--- src/sv/float_precision_converter_defines.svh ---
// Assertion macros for the precision converter
`ifndef FLOAT_PRECISION_CONVERTER_DEFINES_SVH
`define FLOAT_PRECISION_CONVERTER_DEFINES_SVH
// assert an implication at each clock edge outside reset
`define FPC_ASSERT_IMPL(label, clk, rst, cond, prop, msg) \
   label: assert property (@(posedge clk) disable iff (rst) (cond) |-> (prop)) else $error(msg);
// assert a condition in the cycle after another holds
`define FPC_ASSERT_NEXT(label, clk, rst, cond, prop, msg) \
   label: assert property (@(posedge clk) disable iff (rst) (cond) |=> (prop)) else $error(msg);
`endif

--- src/sv/fpc_pkg.sv ---
// Package with opcodes, types and conversion helpers for the precision converter
package fpc_pkg;
   localparam int unsigned CmdWidth = 3;
   localparam int unsigned DataWidth = 32;
   localparam int unsigned TdataWidth = 40;

   typedef enum logic [CmdWidth-1:0] {
      CMD_F32_BF16 = 3'd0,
      CMD_BF16_F32 = 3'd1,
      CMD_F32_F16  = 3'd2,
      CMD_F16_F32  = 3'd3,
      CMD_F32_I8   = 3'd4,
      CMD_F16_I8   = 3'd5
   } cmd_type;

   typedef struct packed {
      logic [CmdWidth-1:0]  cmd;
      logic [DataWidth-1:0] bits;
   } stage_type;

   function automatic logic [31:0] f32_to_f16(input logic [31:0] x);
      logic signed [9:0] e;
      logic [15:0] r;
      e = $signed({2'b00, x[30:23]}) - 10'sd112;
      if (e <= 10'sd0) r = {x[31], 15'd0};
      else if (e >= 10'sd31) r = {x[31], 15'h7C00};
      else r = {x[31], e[4:0], x[22:13]};
      return {16'd0, r};
   endfunction

   function automatic logic [3:0] lead_shift(input logic [9:0] m);
      logic [3:0] s;
      s = 4'd10;
      for (int i = 0; i < 10; i++) begin
         if (m[i]) s = 4'(10 - i);
      end
      return s;
   endfunction

   function automatic logic [31:0] f16_to_f32(input logic [15:0] h);
      logic [4:0] e;
      logic [9:0] m;
      logic [3:0] s;
      logic [10:0] sm;
      logic [7:0] oe;
      logic [9:0] om;
      e = h[14:10];
      m = h[9:0];
      s = lead_shift(m);
      sm = {1'b0, m} << s;
      if (e == 5'h1F) begin
         oe = 8'hFF;
         om = m;
      end else if (e == 5'd0) begin
         if (m == 10'd0) begin
            oe = 8'd0;
            om = 10'd0;
         end else begin
            oe = 8'd113 - {4'd0, s};
            om = sm[9:0];
         end
      end else begin
         oe = {3'd0, e} + 8'd112;
         om = m;
      end
      return {h[15], oe, om, 13'd0};
   endfunction

   function automatic logic [31:0] f32_to_i8(input logic [31:0] x);
      logic [7:0] e;
      logic [23:0] m;
      logic [4:0] sh;
      logic [24:0] sum;
      logic [8:0] mag;
      logic [7:0] r;
      e = x[30:23];
      m = {1'b1, x[22:0]};
      sh = 5'(8'd150 - e);
      sum = {1'b0, m} + (25'd1 << (sh - 5'd1));
      if (e < 8'd126) mag = 9'd0;
      else if (e >= 8'd135) mag = 9'd256;
      else mag = 9'(sum >> sh);
      if (x[31]) r = (mag >= 9'd128) ? 8'h80 : 8'(9'd0 - mag);
      else r = (mag > 9'd127) ? 8'd127 : mag[7:0];
      if (e == 8'hFF && x[22:0] != 23'd0) r = 8'd0;
      return {24'd0, r};
   endfunction
endpackage

--- src/sv/float_precision_converter.sv ---
// Three-stage streaming converter between fp32, bf16, fp16 and int8 formats
// One item enters per cycle unless stalled: stage one registers the item, stage two adds its
// fp16 source widened to fp32, stage three selects and holds the fp32 narrowing, int8 rounding
// or bf16 result. Backpressure stalls all stages together; nothing is dropped or repeated.
`include "float_precision_converter_defines.svh"
module float_precision_converter (
   input  logic        clock,
   input  logic        reset,
   input  logic        req_tvalid,
   output logic        req_tready,
   input  logic [fpc_pkg::TdataWidth-1:0] req_tdata,  // cmd[2:0], operand_bits[34:3], zero pad
   output logic        rsp_tvalid,
   input  logic        rsp_tready,
   output logic [31:0] rsp_tdata   // result_bits[31:0]
);
   logic             adv;
   logic [2:0]       vld_ff, vld_in;
   fpc_pkg::stage_type s1_ff, s1_in, s2_ff, s2_in;
   logic [31:0]      wide_ff, wide_in, s3_ff, s3_in;

   assign adv = !vld_ff[2] || rsp_tready;
   assign req_tready = adv;
   assign rsp_tvalid = vld_ff[2];
   assign rsp_tdata = s3_ff;

   always_comb begin
      vld_in = {vld_ff[1:0], req_tvalid};
      s1_in.cmd = req_tdata[2:0];
      s1_in.bits = req_tdata[34:3];
      wide_in = fpc_pkg::f16_to_f32(s1_ff.bits[15:0]);
      s2_in.cmd = s1_ff.cmd;
      s2_in.bits = s1_ff.bits;
      case (s2_ff.cmd)
         fpc_pkg::CMD_F32_BF16: s3_in = {16'd0, s2_ff.bits[31:16]};
         fpc_pkg::CMD_BF16_F32: s3_in = {s2_ff.bits[15:0], 16'd0};
         fpc_pkg::CMD_F32_F16:  s3_in = fpc_pkg::f32_to_f16(s2_ff.bits);
         fpc_pkg::CMD_F16_F32:  s3_in = wide_ff;
         fpc_pkg::CMD_F32_I8:   s3_in = fpc_pkg::f32_to_i8(s2_ff.bits);
         fpc_pkg::CMD_F16_I8:   s3_in = fpc_pkg::f32_to_i8(wide_ff);
         default:               s3_in = 32'd0;
      endcase
   end

   always_ff @(posedge clock) begin
      if (reset) begin
         vld_ff <= '0;
      end else if (adv) begin
         vld_ff <= vld_in;
      end
   end

   always_ff @(posedge clock) begin
      if (adv) begin
         s1_ff <= s1_in;
         s2_ff <= s2_in;
         wide_ff <= wide_in;
         s3_ff <= s3_in;
      end
   end

   `FPC_ASSERT_IMPL(a_stall_holds, clock, reset, rsp_tvalid && !rsp_tready, !req_tready, "stall")
   `FPC_ASSERT_NEXT(a_hold_out, clock, reset, rsp_tvalid && !rsp_tready, rsp_tvalid && $stable(rsp_tdata), "hold")
   `FPC_ASSERT_NEXT(a_flow, clock, reset, req_tvalid && req_tready, vld_ff[0], "flow")
endmodule

--- config.mk ---
export PLATFORM = sky130hd
export DESIGN_NAME = float_precision_converter
export DESIGN_NICKNAME = d
export VERILOG_FILES = /design/src/sv/fpc_pkg.sv /design/src/sv/float_precision_converter.sv
export VERILOG_INCLUDE_DIRS = /design/src /design/src/sv
export SDC_FILE = /design/constraint.sdc
export NUM_CORES = 1
export LEC_CHECK = 0
export CORE_MARGIN = 4
export CORE_UTILIZATION = 59
export DETAILED_ROUTE_END_ITERATION = 12
export DONT_BUFFER_PORTS = 1
export GPL_TIMING_DRIVEN = 1
export PLACE_DENSITY_LB_ADDON = 0.2
export SLEW_MARGIN = 20
export SYNTH_ARGS = -nofsm -noshare
export SYNTH_HDL_FRONTEND = slang
export SYNTH_SLANG_ARGS = --single-unit
--- constraint.sdc ---
create_clock -name clock -period 6.1 [get_ports clock]
set_input_delay 0.61 -clock clock [delete_from_list [all_inputs] [get_ports clock]]
set_output_delay 0.61 -clock clock [all_outputs]
set_load 0.02 [all_outputs]
==> impl_summary.md <==
Clock network
The number of CTS-inserted buffers is 17. Counting every sink on the clock net gives 122. The hold buffer count at cts is 0. The root buffer cell chosen for the clock tree is sky130_fd_sc_hd__clkbuf_16. The later pin in the worst-skew pair is clocked with a latency of 0.43 ns.

The maximum count of clock buffers along a single path is 2. The clock slew at the register clock pins of the worst setup and hold paths is approximately 0.060 ns. The clock tree from TritonCTS is done.

The H-tree was split into 4 levels.

Global route
Global routing consumed, on the met2 layer, 49.86% of the routing resources. The number of global-route vias before repair came to 8833. The pin count of the biggest net entering global routing is ~70. The total global routing track utilization is between 20% and 30%.

The global routing usage on met3 is under 10%. The layer with the highest usage after global routing is met2. The number of antenna violations at the first check in global routing is 0. The wire length of the first global-routing pass is 46930 um. Summed over all layers, the global routing overflow is 0. For this run, global-route usage on met1 was measured as between 30 and 40%.

Worst setup path
The category of the critical setup timing path is flip-flop to flip-flop. STA puts the critical path data arrival time at 6.12 ns. The startpoint type of the worst setup path is a flip-flop.

STA puts the critical path data required time at 6.38 ns. The type of destination of the critical path is a flip-flop. The largest driver fanout on the critical path is 7.

Cells and area
The number of standard cells in the layout, taps in and fillers out is between 1k and 1.5k. The repair_antennas step left the layout with diodes totalling 0. The post-route core utilization is 69.10%. At the end of the flow, the number of nets in the layout was ~1.3k. The synthesis-to-finish area growth is 13.49%. The layout has about 1.3k filler cells. With fillers left out, the area of the finished cells amounts to 11620 um^2. In the final layout, the share of cells above drive strength 1 is between 15 and 20%.

Power and ir drop
For this design the static power due to leakage is around 4.5 nW. The maximum ir drop on the vdd rail is 0.2836 mV. Power spread over the standard cell area amounts to between 200 and 300 nW/um^2.

Timing
The achievable frequency is 171.2 MHz. Setup violations remaining at the end of the flow were counted as 0. The relative slew slack is approximately 27%. Across all setup checks in the final design, the least slack found is approximately 0.26 ns. The minimum period implied by the final worst setup slack is 5.840 ns. The final-report max-slew violation count is 0.

The clock arrives with about 0.014 ns of skew. The final period utilization is 95.73%. The final hold violation count came to 0. In the final timing run, aggregate negative setup slack is 0 ns.

The slew at the pin closest to its max-slew limit is 1.089 ns.

Die
The starting density of the core is 60.89%. The die is 139.8 um tall. The floorplan step defined a core boundary enclosing 16820 um^2. The count of standard-cell rows is 47.

The area of the die is 19530 um^2. The number of I/O pins is 78. From left edge to right edge, the die measures 139.8 um.

Synthesis
The top cell type by area accounts for 34.89% of the synthesized area. In this run the cell area of the synthesized design comes to between 10000 and 15000 um^2. The count of distinct cell types in the synthesized netlist is 96. After synthesis, the cell types taking the most area are sky130_fd_sc_hd__edfxtp_1 35%, sky130_fd_sc_hd__ha_1 6.8%, sky130_fd_sc_hd__nor2_1 4.3%, sky130_fd_sc_hd__nand2_1 3.8%, sky130_fd_sc_hd__a21oi_1 3.6%. The number of nets in the synthesized netlist is 1222.

The number of synthesized flops with an enable pin is 119. The cell count after synthesis is 1120. The flip-flop and latch count after synthesis is 122.

The synthesized area divided by synthesized cell count is 9.144 um^2. Sequential cells were found to cover 35.48% of the synthesized design area. The prevailing post-synth register cell is sky130_fd_sc_hd__edfxtp_1. The cell type with the largest total area after synthesis is sky130_fd_sc_hd__edfxtp_1. Yosys printed 0 warnings. The async set-reset flop share out of synthesis is 0%.

Route
The detailed-route wire length is 30020 um. In the final routed layout, each cell accounts on average for 21.66 um. After detailed routing, the number of remaining DRC violations is 0. The first TritonRoute pass finished after 6 iterations. The detail-routed via count per cell is slightly below 7. The count of vias placed by the detailed router is about 9.5k. The number of nets with antenna violations after detailed routing is 0. The number of DRC markers in iteration 0 is 1027.

Min path
The class of the most critical hold timing path is input port to flip-flop.

Place
The estimated wirelength of the detail-placed design is around 22000 um. Including well taps, the total number of placed cells is ~1.3k. The pre-CTS setup slack is -0.3467 ns. The placement-stage cell area is 10710 um^2. The number of input and output port buffers inserted is 0. The congestion estimate from routability-driven global placement came to 0.9918.

Job
Across the run, the number of max-cap violations was 0.

Run status
The flow ran to the end, and the final reports show no timing, DRC or antenna violations.
-- synthesized netlist by cell type (all sizes together) (6+ instances only) --
cell type,number
xor2,23
nand2,104
a211oi,19
nand3,33
nor2,118
nor4,13
mux2i,31
and3,6
o22ai,9
or2,6
o21ai,69
xnor2,20
nor2b,6
a221oi,7
mux4,10
and4,10
clkbuf,37
ha,56
a21o,17
a21oi,76
a31oi,17
nand4,18
nand2b,28
or3,12
a22oi,8
a211o,8
buf,14
a22o,10
nor3,20
o221ai,6
o31ai,8
o211ai,19
a21boi,7
edfxtp,119
and2,23
inv,35
-- area by class of cell --
| cell class | count | area, um^2 | share of cell area [%] |
|---|---|---|---|
| clock buffers | 17 | 425.4 | 3.660 |
| multi-input cells | 911 | 6492 | 55.86 |
| flip-flops and latches | 122 | 3633 | 31.26 |
| repair buffers | 65 | 495.5 | 4.263 |
| well taps | 220 | 275.3 | 2.368 |
| clock inverters | 15 | 163.9 | 1.410 |
| inverters | 36 | 136.4 | 1.173 |
-- power by group --
part / switching, mW / total [mW] / internal [mW]
sequential: 0.104 / 1.10 / 0.996
clock: 0.400 / 1.01 / 0.608
combinational: 0.533 / 0.894 / 0.361
total: 1.04 / 3.00 / 1.96
-- logic make-up (layout without fill, tap and decap cells) --
kind of cell,Yosys count,after routing,share of synthesized area (%)
multiplexers,46,46,5.779
flip-flops,122,122,35.48
AND/OR/NAND/NOR,415,415,19.98
AO/OA/AOI/OAI,347,347,24.11
adder cells (fa/ha/maj),59,59,7.330
XOR/XNOR,44,44,3.971
buffers and inverters,87,133,3.360
-- routing by layer --
| metal | vias to the layer above | routed length (um) |
|---|---|---|
| met5 | - | 0 |
| met4 | 0 | 976 |
| met3 | 89 | 2466 |
| met2 | 500 | 14410 |
| met1 | 4543 | 12170 |
| li1 | 4394 | - |
-- worst max-delay path, stage by stage, from the launching register on --
cell	delay, ns
sky130_fd_sc_hd__edfxtp_1	0.51
sky130_fd_sc_hd__ha_1	0.29
sky130_fd_sc_hd__maj3_1	0.36
sky130_fd_sc_hd__o32ai_1	0.16
sky130_fd_sc_hd__xnor2_1	0.26
sky130_fd_sc_hd__nand2_2	0.18
sky130_fd_sc_hd__buf_4	0.19
sky130_fd_sc_hd__nor2_1	0.13
sky130_fd_sc_hd__ha_1	0.28
sky130_fd_sc_hd__o211ai_1	0.14
sky130_fd_sc_hd__buf_4	0.18
sky130_fd_sc_hd__o21ai_4	0.26
sky130_fd_sc_hd__nand2_2	0.13
sky130_fd_sc_hd__and4b_1	0.20
sky130_fd_sc_hd__or3_1	0.40
sky130_fd_sc_hd__mux4_2	0.49
sky130_fd_sc_hd__o221ai_1	0.24
sky130_fd_sc_hd__a221oi_2	0.14
sky130_fd_sc_hd__a2111oi_4	0.32
sky130_fd_sc_hd__a311oi_1	0.15
sky130_fd_sc_hd__or4b_1	0.59
sky130_fd_sc_hd__nand3_1	0.10
-- final timing paths --
kind	start	cells after the start	to	slack, ns
worst max-delay path	s2_ff[24]	21	rsp_tdata[5]	0.26
worst min-delay path	reset	1	vld_ff[2]	0.25
worst max register to register	s2_ff[24]	21	rsp_tdata[5]	0.26
worst min register to register	s1_ff[22]	0	s2_ff[22]	0.41
-- cells in the final DEF (no fill, tap or decap), types with 9 or more instances in the layout --
| cell | instances |
|---|---|
| sky130_fd_sc_hd__a22o_1 | 10 |
| sky130_fd_sc_hd__nand4_1 | 18 |
| sky130_fd_sc_hd__xor2_1 | 21 |
| sky130_fd_sc_hd__nor4_1 | 12 |
| sky130_fd_sc_hd__mux4_2 | 10 |
| sky130_fd_sc_hd__nor2_1 | 116 |
| sky130_fd_sc_hd__mux2i_1 | 31 |
| sky130_fd_sc_hd__o211ai_1 | 18 |
| sky130_fd_sc_hd__a21o_1 | 17 |
| sky130_fd_sc_hd__o21ai_1 | 10 |
| sky130_fd_sc_hd__and4_1 | 10 |
| sky130_fd_sc_hd__ha_1 | 48 |
| sky130_fd_sc_hd__a31oi_1 | 16 |
| sky130_fd_sc_hd__nand2b_1 | 27 |
| sky130_fd_sc_hd__a211oi_1 | 14 |
| sky130_fd_sc_hd__clkbuf_16 | 17 |
| sky130_fd_sc_hd__nand3_1 | 32 |
| sky130_fd_sc_hd__or3_1 | 11 |
| sky130_fd_sc_hd__buf_4 | 63 |
| sky130_fd_sc_hd__edfxtp_1 | 119 |
| sky130_fd_sc_hd__xnor2_1 | 19 |
| sky130_fd_sc_hd__a21oi_2 | 9 |
| sky130_fd_sc_hd__nor3_1 | 20 |
| sky130_fd_sc_hd__inv_1 | 31 |
| sky130_fd_sc_hd__a21oi_1 | 65 |
| sky130_fd_sc_hd__o21ai_0 | 55 |
| sky130_fd_sc_hd__and2_1 | 22 |
| sky130_fd_sc_hd__o22ai_1 | 9 |
| sky130_fd_sc_hd__nand2_1 | 102 |
-- per-stage QoR --
stage | hold WS (ns) | power (mW)
final | 0.2470 | 3.001
after floorplan | 0.4003 | 1.689
after CTS | 0.2381 | 2.942
after global routing | 0.2412 | 3.137
after detailed placement | 0.4045 | 1.932
after global placement | 0.4003 | 1.917
-- repair_timing --
item / in CTS / in global routing
gates cloned: 0 / 0
pin swaps: 1 / 16
gates resized for setup: 4 / 50
buffers inserted: 2 / 11
setup endpoints to repair: 3 / 8
-- sequential cells by signal, indices dropped and copies added (netlist names) --
signal     cells
vld_ff         3
s1_ff         35
rsp_tdata     32
wide_ff       17
s2_ff         35
Note: power is estimated with default switching activity, not from simulation.
